`src/skit_pkg.sv`:
```
// Shared types and constants for the sorted key index table.
// Holds the port word structs, operation and status codes, and the
// command/status structs between the controller and the datapath.
package skit_pkg;

    localparam logic [1:0] ACT_INSERT = 2'd0;
    localparam logic [1:0] ACT_LOOKUP = 2'd1;
    localparam logic [1:0] ACT_DELETE = 2'd2;

    localparam logic [1:0] ST_OK        = 2'd0;
    localparam logic [1:0] ST_NOT_FOUND = 2'd1;
    localparam logic [1:0] ST_FULL      = 2'd2;
    localparam logic [1:0] ST_DELETED   = 2'd3;

    typedef struct packed {
        logic [1:0]  action;
        logic [31:0] key;
    } in_word_t;

    typedef struct packed {
        logic [1:0] status;
        logic [3:0] found_slot;
        logic       slot_active;
        logic [4:0] entry_count;
    } out_word_t;

    // Commands from the controller to the datapath.
    typedef struct packed {
        logic load;
        logic ins_start;
        logic ins_read;
        logic ins_shift;
        logic ins_place;
        logic srch_start;
        logic probe_read;
        logic probe_hit;
        logic go_up;
        logic go_down;
        logic finish_hit;
        logic set_full;
        logic set_miss;
        logic emit;
    } skit_cmd_t;

    // Status from the datapath back to the controller.
    typedef struct packed {
        logic [1:0] action;
        logic       table_full;
        logic       pos_zero;
        logic       ins_gt;
        logic       srch_open;
        logic       probe_eq;
        logic       probe_up;
        logic       out_free;
    } skit_stat_t;

endpackage

```
`src/sorted_key_index_table_core.sv`:
```
// Channel   Direction  Word         Handshake
// s_        in         in_word_t    s_valid / s_ready
// m_        out        out_word_t   m_valid / m_ready
//
// One word at a time. Insert shifts each of the k larger keys up one place
// through the single read/write port pair of the index memory, then places
// the new key. Lookup and delete make p midpoint probes (p at most
// log2(TABLE_DEPTH) + 1). The next word can be taken in the cycle after the
// result is loaded into the output register.
// Reset empties the table at once; no clearing pass is needed. A finished
// result waits while the output register still holds an unaccepted word.
//
// Top level of the sorted key index table; depends on skit_pkg,
// skit_ctrl and skit_dpath.
module sorted_key_index_table_core
    import skit_pkg::*;
#(
    parameter int TABLE_DEPTH = 16,
    parameter int KEY_BITS    = 32
) (
    input  logic      aclk,
    input  logic      aresetn,
    input  logic      s_valid,
    output logic      s_ready,
    input  in_word_t  s_data,
    output logic      m_valid,
    input  logic      m_ready,
    output out_word_t m_data
);

    skit_cmd_t  cmd;
    skit_stat_t stat;

    skit_ctrl u_ctrl (
        .aclk    (aclk),
        .aresetn (aresetn),
        .s_valid (s_valid),
        .s_ready (s_ready),
        .stat    (stat),
        .cmd     (cmd)
    );

    skit_dpath #(
        .TABLE_DEPTH (TABLE_DEPTH),
        .KEY_BITS    (KEY_BITS)
    ) u_dpath (
        .aclk    (aclk),
        .aresetn (aresetn),
        .s_data  (s_data),
        .m_valid (m_valid),
        .m_ready (m_ready),
        .m_data  (m_data),
        .cmd     (cmd),
        .stat    (stat)
    );

endmodule

```
`src/skit_ctrl.sv`:
```
// Controller state machine of the sorted key index table.
// Depends on skit_pkg for the command and status structs.
module skit_ctrl
    import skit_pkg::*;
(
    input  logic       aclk,
    input  logic       aresetn,
    input  logic       s_valid,
    output logic       s_ready,
    input  skit_stat_t stat,
    output skit_cmd_t  cmd
);

    typedef enum logic [7:0] {
        S_IDLE    = 8'b0000_0001,
        S_DECODE  = 8'b0000_0010,
        S_INS_RD  = 8'b0000_0100,
        S_INS_CMP = 8'b0000_1000,
        S_SRCH    = 8'b0001_0000,
        S_PROBE   = 8'b0010_0000,
        S_ACT     = 8'b0100_0000,
        S_DONE    = 8'b1000_0000
    } state_t;

    state_t state_reg, state_next;

    assign s_ready = (state_reg == S_IDLE);

    always_comb begin
        state_next = state_reg;
        cmd        = '0;
        case (state_reg)
            S_IDLE: begin
                if (s_valid) begin
                    cmd.load   = 1'b1;
                    state_next = S_DECODE;
                end
            end
            S_DECODE: begin
                if (stat.action == ACT_INSERT) begin
                    if (stat.table_full) begin
                        cmd.set_full = 1'b1;
                        state_next   = S_DONE;
                    end else begin
                        cmd.ins_start = 1'b1;
                        state_next    = S_INS_RD;
                    end
                end else if (stat.action inside {ACT_LOOKUP, ACT_DELETE}) begin
                    cmd.srch_start = 1'b1;
                    state_next     = S_SRCH;
                end else begin
                    cmd.set_miss = 1'b1;
                    state_next   = S_DONE;
                end
            end
            S_INS_RD: begin
                if (stat.pos_zero) begin
                    cmd.ins_place = 1'b1;
                    state_next    = S_DONE;
                end else begin
                    cmd.ins_read = 1'b1;
                    state_next   = S_INS_CMP;
                end
            end
            S_INS_CMP: begin
                if (stat.ins_gt) begin
                    cmd.ins_shift = 1'b1;
                    state_next    = S_INS_RD;
                end else begin
                    cmd.ins_place = 1'b1;
                    state_next    = S_DONE;
                end
            end
            S_SRCH: begin
                if (stat.srch_open) begin
                    cmd.probe_read = 1'b1;
                    state_next     = S_PROBE;
                end else begin
                    cmd.set_miss = 1'b1;
                    state_next   = S_DONE;
                end
            end
            S_PROBE: begin
                if (stat.probe_eq) begin
                    cmd.probe_hit = 1'b1;
                    state_next    = S_ACT;
                end else if (stat.probe_up) begin
                    cmd.go_up  = 1'b1;
                    state_next = S_SRCH;
                end else begin
                    cmd.go_down = 1'b1;
                    state_next  = S_SRCH;
                end
            end
            S_ACT: begin
                cmd.finish_hit = 1'b1;
                state_next     = S_DONE;
            end
            S_DONE: begin
                if (stat.out_free) begin
                    cmd.emit   = 1'b1;
                    state_next = S_IDLE;
                end
            end
            default: begin
                state_next = S_IDLE;
            end
        endcase
    end

    always_ff @(posedge aclk) begin
        if (!aresetn) begin
            state_reg <= S_IDLE;
        end else begin
            state_reg <= state_next;
        end
    end

endmodule

```
`src/skit_dpath.sv`:
```
// Datapath of the sorted key index table: index memories, active marks,
// search bounds, insert pointer and the output register.
// Depends on skit_pkg for port words, codes and the command/status structs.
module skit_dpath
    import skit_pkg::*;
#(
    parameter int TABLE_DEPTH = 16,
    parameter int KEY_BITS    = 32
) (
    input  logic       aclk,
    input  logic       aresetn,
    input  in_word_t   s_data,
    output logic       m_valid,
    input  logic       m_ready,
    output out_word_t  m_data,
    input  skit_cmd_t  cmd,
    output skit_stat_t stat
);

    localparam int IDX_W = $clog2(TABLE_DEPTH);
    localparam int CNT_W = $clog2(TABLE_DEPTH + 1);

    // Index memories and active marks. Only entries below the used count
    // are ever read, and every one of those has been written by an insert.
    logic [KEY_BITS-1:0] key_mem  [TABLE_DEPTH];
    logic [IDX_W-1:0]    slot_mem [TABLE_DEPTH];
    logic                act_mem  [TABLE_DEPTH];

    logic [KEY_BITS-1:0] rd_key_reg;
    logic [IDX_W-1:0]    rd_slot_reg;
    logic                rd_act_reg;

    logic [1:0]          action_reg;
    logic [KEY_BITS-1:0] key_reg;
    logic [CNT_W-1:0]    used_reg;
    logic [CNT_W-1:0]    pos_reg;
    logic [CNT_W-1:0]    lo_reg;
    logic [CNT_W-1:0]    hip_reg;
    logic [IDX_W-1:0]    slot_reg;
    logic [1:0]          res_status_reg;
    logic                res_active_reg;
    out_word_t           m_data_reg;
    logic                m_valid_reg;

    logic [63:0]         key_wide;
    logic [KEY_BITS-1:0] key_in;
    logic [CNT_W:0]      mid_sum;
    logic [CNT_W:0]      mid_half;
    logic [IDX_W-1:0]    mid_calc;
    logic [CNT_W-1:0]    pos_m1;
    logic                ent_we;
    logic [IDX_W-1:0]    ent_waddr;
    logic [KEY_BITS-1:0] ent_wkey;
    logic [IDX_W-1:0]    ent_wslot;
    logic                ent_re;
    logic [IDX_W-1:0]    ent_raddr;
    logic                act_we;
    logic [IDX_W-1:0]    act_waddr;
    logic                act_wdata;
    logic [31:0]         slot_ext;
    logic [31:0]         cnt_ext;

    assign key_wide = 64'(s_data.key);
    assign key_in   = key_wide[KEY_BITS-1:0];

    // Midpoint of lo and hi, where hip_reg holds hi plus one.
    assign mid_sum  = {1'b0, lo_reg} + {1'b0, hip_reg} - 1'b1;
    assign mid_half = mid_sum >> 1;
    assign mid_calc = mid_half[IDX_W-1:0];
    assign pos_m1   = pos_reg - 1'b1;

    always_comb begin
        ent_we    = cmd.ins_shift | cmd.ins_place;
        ent_waddr = pos_reg[IDX_W-1:0];
        ent_wkey  = cmd.ins_shift ? rd_key_reg : key_reg;
        ent_wslot = cmd.ins_shift ? rd_slot_reg : used_reg[IDX_W-1:0];
        ent_re    = cmd.ins_read | cmd.probe_read;
        ent_raddr = cmd.ins_read ? pos_m1[IDX_W-1:0] : mid_calc;
        act_we    = cmd.ins_start | (cmd.finish_hit & (action_reg == ACT_DELETE) & rd_act_reg);
        act_waddr = cmd.ins_start ? used_reg[IDX_W-1:0] : slot_reg;
        act_wdata = cmd.ins_start;
    end

    always_ff @(posedge aclk) begin
        if (ent_we) begin
            key_mem[ent_waddr]  <= ent_wkey;
            slot_mem[ent_waddr] <= ent_wslot;
        end
        if (ent_re) begin
            rd_key_reg  <= key_mem[ent_raddr];
            rd_slot_reg <= slot_mem[ent_raddr];
        end
    end

    always_ff @(posedge aclk) begin
        if (act_we) begin
            act_mem[act_waddr] <= act_wdata;
        end
        if (cmd.probe_hit) begin
            rd_act_reg <= act_mem[rd_slot_reg];
        end
    end

    always_ff @(posedge aclk) begin
        if (cmd.load) begin
            action_reg <= s_data.action;
            key_reg    <= key_in;
        end
        if (cmd.ins_start) begin
            pos_reg  <= used_reg;
            slot_reg <= used_reg[IDX_W-1:0];
        end
        if (cmd.ins_shift) begin
            pos_reg <= pos_m1;
        end
        if (cmd.ins_place) begin
            res_status_reg <= ST_OK;
            res_active_reg <= 1'b1;
        end
        if (cmd.srch_start) begin
            lo_reg  <= '0;
            hip_reg <= used_reg;
        end
        if (cmd.go_up) begin
            lo_reg <= CNT_W'(pos_reg) + 1'b1;
        end
        if (cmd.go_down) begin
            hip_reg <= pos_reg;
        end
        if (cmd.probe_read) begin
            pos_reg <= CNT_W'(mid_calc);
        end
        if (cmd.probe_hit) begin
            slot_reg <= rd_slot_reg;
        end
        if (cmd.finish_hit) begin
            if (action_reg == ACT_LOOKUP) begin
                res_status_reg <= ST_OK;
                res_active_reg <= rd_act_reg;
            end else begin
                res_status_reg <= rd_act_reg ? ST_OK : ST_DELETED;
                res_active_reg <= 1'b0;
            end
        end
        if (cmd.set_full | cmd.set_miss) begin
            res_status_reg <= cmd.set_full ? ST_FULL : ST_NOT_FOUND;
            res_active_reg <= 1'b0;
            slot_reg       <= '0;
        end
        if (cmd.emit) begin
            m_data_reg.status      <= res_status_reg;
            m_data_reg.found_slot  <= slot_ext[3:0];
            m_data_reg.slot_active <= res_active_reg;
            m_data_reg.entry_count <= cnt_ext[4:0];
        end
    end

    assign slot_ext = 32'(slot_reg);
    assign cnt_ext  = 32'(used_reg);

    always_ff @(posedge aclk) begin
        if (!aresetn) begin
            used_reg    <= '0;
            m_valid_reg <= 1'b0;
        end else begin
            if (cmd.ins_place) begin
                used_reg <= used_reg + 1'b1;
            end
            if (cmd.emit) begin
                m_valid_reg <= 1'b1;
            end else if (m_ready) begin
                m_valid_reg <= 1'b0;
            end
        end
    end

    assign m_valid = m_valid_reg;
    assign m_data  = m_data_reg;

    always_comb begin
        stat.action     = action_reg;
        stat.table_full = (used_reg == CNT_W'(TABLE_DEPTH));
        stat.pos_zero   = (pos_reg == '0);
        stat.ins_gt     = (rd_key_reg > key_reg);
        stat.srch_open  = (lo_reg < hip_reg);
        stat.probe_eq   = (rd_key_reg == key_reg);
        stat.probe_up   = (key_reg > rd_key_reg);
        stat.out_free   = ~m_valid_reg | m_ready;
    end

endmodule
```
`config.mk`:
```
export PLATFORM = sky130hd
export DESIGN_NAME = sorted_key_index_table_core
export DESIGN_NICKNAME = d
export VERILOG_FILES = /design/src/skit_pkg.sv /design/src/sorted_key_index_table_core.sv /design/src/skit_ctrl.sv /design/src/skit_dpath.sv
export SDC_FILE = /design/constraint.sdc
export NUM_CORES = 1
export LEC_CHECK = 0
export BUFFER_PORTS_ARGS = -buffer_cell sky130_fd_sc_hd__buf_2
export CAP_MARGIN = 20
export CORE_AREA = 8 8 291 363
export DETAILED_ROUTE_END_ITERATION = 16
export DIE_AREA = 0 0 299 371
export GPL_TIMING_DRIVEN = 0
export MAX_ROUTING_LAYER = met4
export SLEW_MARGIN = 20
export SYNTH_ARGS = -nofsm -noshare
export SYNTH_HDL_FRONTEND = slang
export SYNTH_SLANG_ARGS = --single-unit
```
`constraint.sdc`:
```
create_clock -name aclk -period 8.6 [get_ports aclk]
set_clock_uncertainty 0.2 [all_clocks]
set_input_delay 0.86 -clock aclk [delete_from_list [all_inputs] [get_ports aclk]]
set_output_delay 0.86 -clock aclk [all_outputs]
set_load 0.02 [all_outputs]
```
==> flow_summary.toml, run 1 <==
[yosys]
yosys.area_share.adder = 0.0231
synth-compound-area-share = 0.0528
synth_edf_count = 691
synth.avg_cell_area_um2 = 16.1
synth_cells = 1838
async_flop_share = 0
synth-xor-area-share = 0.00266
yosys.area_share.simple = 0.0559
synth_nets = 1930
ys_seq_area_frac = 0.714
yosys_most_used_dff = "edfxtp_1"
netlist_area_mm2 = 0.0296
yosysUniqueCellTypes = 63
synth_top_family_by_area = "multiplexers"
yosys_register_bits = 711
synthMuxAreaShare = 0.128
ys_warn_count = 0

[floorplanning]
start_util = 0.297
fp.coreArea_mm2 = 0.0999
die_area_mm2 = 0.111
boundaryPins = 52
num_rows = 130
die_w_um = 299
dieHeight_um = 371

[finish]
top_regs = "u_dpath.key_mem (512), u_dpath.slot_mem (64)"
largest_reg_flops = 512
final_common_cell = "edfxtp_1"
n_fill_cell = 9539
layoutNonFillerInstCount = 3349
top_register = "u_dpath.key_mem"
syn_to_final_growth_pct = 15.2
final_layout_size_suffix_gt1_frac = 0.185
finalNetCount = 2061
layout_common_cells = "edfxtp_1 (691), nand2_1 (177), mux2i_1 (158)"

[critical_path]
r2r_cells = 8
worstSetupEndpointType = "flop"
crit_path_max_incr_delay_ns = 0.93
path_class = "flop to flop"
crit_chain = "inv_1, ha_1, nand4_1, a2111oi_0, o31a_1, o211ai_2, clkbuf_1, o21ai_1"
start_kind = "flop"
slowest_stage = "a2111oi_0"
r2r-start = "u_dpath.key_reg[15]"
r2r_slack_ns = 3.56
cp-endpoint = "u_dpath.key_mem[1][0]"
crit_start = "u_dpath.key_reg[15]"
arrival_ns = 5.13
cp_max_fo = 16
critPathRequiredTime_ns = 8.69
rr_endpoint = "u_dpath.key_mem[1][0]"

[timing]
worstMarginPinSlew_ns = 1.20
max_slew_margin = 0.191
finalSetupViolations = 0
max_freq_mhz = 198
grt_setup_unrepaired = "no"
fin_ws_ns = 3.56
holdWs_ns = 0.216
finalHoldViolations = 0
min_period_ns = 5.04
fin_crit_sh = 0.586
slew_violations = 0
tns_ns = 0

[pwr]
finalPower_mw = 7.55
power_frac_clock = 0.427
ir_drop_uv = 156
combPwrFrac = 0.061
p_leak_nw = 11.5
p_int_mw = 5.88
p_switching_mw = 1.66
powerDensity_mw_per_mm2 = 221
p_sw_frac = 0.220
share_seq_of_total_power = 0.511

[grt]
gr-usage-met2 = 0.240
grt_max_degree = 37
grt_first_pass_wirelength_um = 113000
track_usage = 0.140
first_global_vias = 17200
top_usage_layer = "met2"
grtUsageMet1 = 0.167
use_met3 = 0.0244
overflow = 0
antenna_found_initial = 1

[clock_network]
clk_pin_slew_ns = 0.06
cts_tree = "done"
cts_max_level = 3
root_buffer = "clkbuf_16"
cts_made_buffers = 73
cts_hold_buf = 0
post-cts-setup-buffer-count = 0
cts_sinks = 711
cts_resized = 0
cts_max_path_buffers = 3
clock_latency_ns = 0.63

[run_status]
status = "finished clean"

[routing]
drt_iter0_drc = 1354
vias = 16400
wirelength_um = 77100
dr.pass1.iters = 8
wl_per_cell_um = 23.0
ant_nets = 0
viasPerCell = 4.90
drcViolationCount = 0

[placement]
gp_congestion = 0.799
place_ws_ns = 3.58
io_buffers = 51
placed_cells = 3214
hpwlAfterDp_um = 46900

[min_path]
min_path_type = "primary input to flop"

[job]
cap_violations = 0
-- power by group through the flow --
stage	Clock (mW)	Sequential, mW	Combinational, mW
3_5_place_dp	0	3.93	0.464
3_3_place_gp	0	3.93	0.452
4_1_cts	3.27	3.86	0.466
5_1_grt	3.40	3.86	0.500
6_report	3.23	3.86	0.464
2_1_floorplan	0	3.92	0.298
-- Yosys cell counts, drive strengths merged (6+ instances only) --
library cell,count,area [um2]
a21oi,20,100
and2,20,125
buf,51,338
clkbuf,39,146
dfxtp,20,400
edfxtp,691,20700
ha,53,663
inv,58,218
mux2,185,2090
mux2i,158,1580
nand2,178,668
nand2b,8,50.1
nand3,13,65.1
nand4,49,307
nor2,44,168
nor3,8,40.0
nor4,6,43.8
o211ai,150,1130
o21ai,13,68.8
-- kinds of logic after synthesis --
group,Yosys count
muxes,348
buffers and inverters,149
and+or+nand+nor,352
adders and majority gates,54
xor gates and xnor gates,9
DFF,711
AOI/OAI and AO/OA,215
-- through the flow --
stage | instance area (um2) | util
finish | 34100 | 0.342
global route | 34100 | 0.342
CTS | 34100 | 0.342
detailed placement | 31700 | 0.317
global placement | 31500 | 0.316
floorplan | 29600 | -
-- metal layers --
layer	up-vias	wire, um
li1	7395	-
met1	8377	31600
met2	534	39200
met3	120	4340
met4	0	1940
met5	-	0
-- critical path: cells and delay by family, from the launching register on --
kind / cells / cell delay [ns]
buffers and inverters: 2 / 0.59
adder cells (fa/ha/maj): 1 / 0.35
AO/OA/AOI/OAI: 4 / 2.67
AND/OR/NAND/NOR: 1 / 0.46
flip-flops: 1 / 0.42
-- layout make-up --
| type | count | area, um2 | area share |
|---|---|---|---|
| Antenna cell | 1 | 2.50 | 0.0000734 |
| Buffer | 90 | 484 | 0.0142 |
| Clock buffer | 83 | 1890 | 0.0553 |
| Clock inverter | 51 | 531 | 0.0156 |
| Inverter | 59 | 221 | 0.00649 |
| Multi-Input combinational cell | 978 | 7830 | 0.229 |
| Sequential cell | 711 | 21200 | 0.620 |
| Tap cell | 1320 | 1650 | 0.0484 |
| Timing Repair Buffer | 56 | 363 | 0.0106 |
-- worst min-delay path by stage --
stage | from | end | slack (ns) | cells after the start
global placement | u_dpath.res_status_reg[1] | u_dpath.m_data[11] | 0.20 | 0
global route | s_data[30] | u_dpath.key_reg[30] | 0.19 | 1
floorplan | u_dpath.res_status_reg[0] | u_dpath.m_data[10] | 0.20 | 0
CTS | s_data[5] | u_dpath.key_reg[5] | 0.18 | 1
finish | s_data[33] | u_dpath.action_reg[1] | 0.22 | 1
detailed placement | u_dpath.res_status_reg[1] | u_dpath.m_data[11] | 0.21 | 0
(Power assumes the default switching activity.)
==> run 2: changes to the inputs <==
Clock period 8.6 ns to 4.4 ns, I/O delays scaled along.
==> run 2 against run 1 <==
Maximum frequency increased by 18%. Clock power increased by 95%. Sequential power rose by 95%. Flip-flop and latch count stayed put. Utilization is 0.44 points higher. Sequential share of layout area is 0.79 points lower. Critical path depth increased by 1. Register-to-register slack got worse by 3.4 ns. Worst hold slack better by 0.0035 ns. Largest cell class unchanged. Largest power group unchanged. Highest routed layer unchanged.
==> flow_summary.toml, run 2 (synthesized netlist as in run 1, its figures left out) <==
[floorplanning]
num_rows = 130
start_util = 0.297
dieHeight_um = 371
fp.coreArea_mm2 = 0.0999
boundaryPins = 52
die_w_um = 299
die_area_mm2 = 0.111

[min_path]
hold_depth = 0
min_path_type = "flop to flop"

[critical_path]
cp.depth = 9
arrival_ns = 4.39
worstSetupEndpointType = "flop"
cp_max_fo = 16
worst-path-buf-inv = 2
crit_chain = "inv_1, ha_1, nand4_1, nor2_1, a221o_1, o31a_1, o211ai_4, buf_2, mux2_2"
cpLargestDelayFamily = "compound AO/OA/AOI/OAI gates"
slowest_stage = "o211ai_4"
crit_path_max_incr_delay_ns = 0.55
critPathRequiredTime_ns = 4.52
r2r_cells = 9
start_kind = "flop"
path_class = "flop to flop"

[timing]
fin_crit_sh = 0.971
finalHoldViolations = 0
finalSetupViolations = 0
max_slew_margin = 0.295
slew_violations = 0
tns_ns = 0
worstMarginPinSlew_ns = 1.05
min_period_ns = 4.27
max_freq_mhz = 234

[routing]
drt_iter0_drc = 1233
wl_per_cell_um = 22.8
wirelength_um = 77100
dr.pass1.iters = 6
vias = 16500
viasPerCell = 4.88
ant_nets = 0
drcViolationCount = 0

[placement]
hpwlAfterDp_um = 46900
io_buffers = 51
gp_congestion = 0.799

[pwr]
p_switching_mw = 3.25
p_leak_nw = 11.7
powerDensity_mw_per_mm2 = 427
ir_drop_uv = 304
power_frac_clock = 0.426
p_sw_frac = 0.220
combPwrFrac = 0.063
p_int_mw = 11.5
finalPower_mw = 14.8
share_seq_of_total_power = 0.510

[clock_network]
cts_made_buffers = 73
cts_max_level = 3
cts_sinks = 711
clk_pin_slew_ns = 0.06
root_buffer = "clkbuf_16"
post-cts-setup-buffer-count = 0
cts_max_path_buffers = 3
clock_latency_ns = 0.63
cts_tree = "done"

[grt]
track_usage = 0.140
first_global_vias = 17300
overflow = 0
grt_max_degree = 37
antenna_found_initial = 0
grt_first_pass_wirelength_um = 113000

[run_status]
status = "finished clean"

[finish]
diodes = 0
top_register = "u_dpath.key_mem"
largest_reg_flops = 512
top_regs = "u_dpath.key_mem (512), u_dpath.slot_mem (64)"
multi_input_area_mm2 = 0.00787
final_common_cell = "edfxtp_1"
final_layout_size_suffix_gt1_frac = 0.193
syn_to_final_growth_pct = 16.7
layout_common_cells = "edfxtp_1 (691), nand2_1 (177), mux2i_1 (158)"
finalNetCount = 2098
regArea_mm2 = 0.0212
n_fill_cell = 9503

[job]
cap_violations = 0
-- run 2: cell count changes in the layout (fill, tap and decap cells not counted), sizes merged --
cell / before / now
dlygate4sd3: 0 / 37
clkbuf: 122 / 127
buf: 107 / 102
diode: 1 / 0
-- run 2: power by group through the flow --
stage / Sequential (mW) / Clock (mW) / Combinational, mW
6_report: 7.54 / 6.30 / 0.935
5_1_grt: 7.54 / 6.65 / 1.01
4_1_cts: 7.54 / 6.40 / 0.940
3_5_place_dp: 7.68 / 0 / 0.908
3_3_place_gp: 7.68 / 0 / 0.884
2_1_floorplan: 7.66 / 0 / 0.582
-- run 2: cell type report --
cell class	count	area share
Buffer	90	0.0147
Clock buffer	83	0.0546
Clock inverter	51	0.0154
Inverter	59	0.00641
Multi-Input combinational cell	978	0.228
Sequential cell	711	0.612
Tap cell	1320	0.0478
Timing Repair Buffer	93	0.0212
-- run 2: path summary, 6_finish.rpt --
kind / start / endpoint / slack [ns]
setup / recovery: u_dpath.key_reg[15] / u_dpath.slot_mem[2][1] / 0.13
hold / removal: u_dpath.res_status_reg[1] / u_dpath.m_data[11] / 0.22
setup reg to reg: u_dpath.key_reg[15] / u_dpath.slot_mem[2][1] / 0.13
hold reg to reg: u_dpath.res_status_reg[1] / u_dpath.m_data[11] / 0.22
-- run 2: per-layer routing --
metal,global-route usage,up-vias,wire length [um]
met2,0.240,518,39300
met1,0.167,8409,31800
met4,0.0436,0,1960
met5,-,-,0
met3,0.0249,122,4120
li1,-,7465,-
-- run 2: worst reg2reg max path, stage by stage (launching register included) --
cell and delay (ns):
edfxtp_1 0.41, inv_1 0.07, ha_1 0.35, nand4_1 0.44, nor2_1 0.12, a221o_1 0.39, o31a_1 0.38, o211ai_4 0.56
buf_2 0.51, mux2_2 0.54
-- run 2: per-stage QoR --
stage	worst slack (ns)	util	instance area [um2]	instances	hold slack, ns
floorplan	0.944	-	29600	1838	0.200
global route	-0.00124	0.346	34600	3385	0.238
CTS	0.0521	0.346	34500	3385	0.221
finish	0.126	0.346	34600	3385	0.220
detailed placement	-0.624	0.317	31700	3214	0.207
global placement	-0.910	0.316	31500	3209	0.204
-- run 2: repair_timing --
item	4_1_cts	5_1_grt
hold buffers	37	0
hold endpoints to repair	38	0
gates resized for setup	9	29
endpoints found under the setup margin	566	596
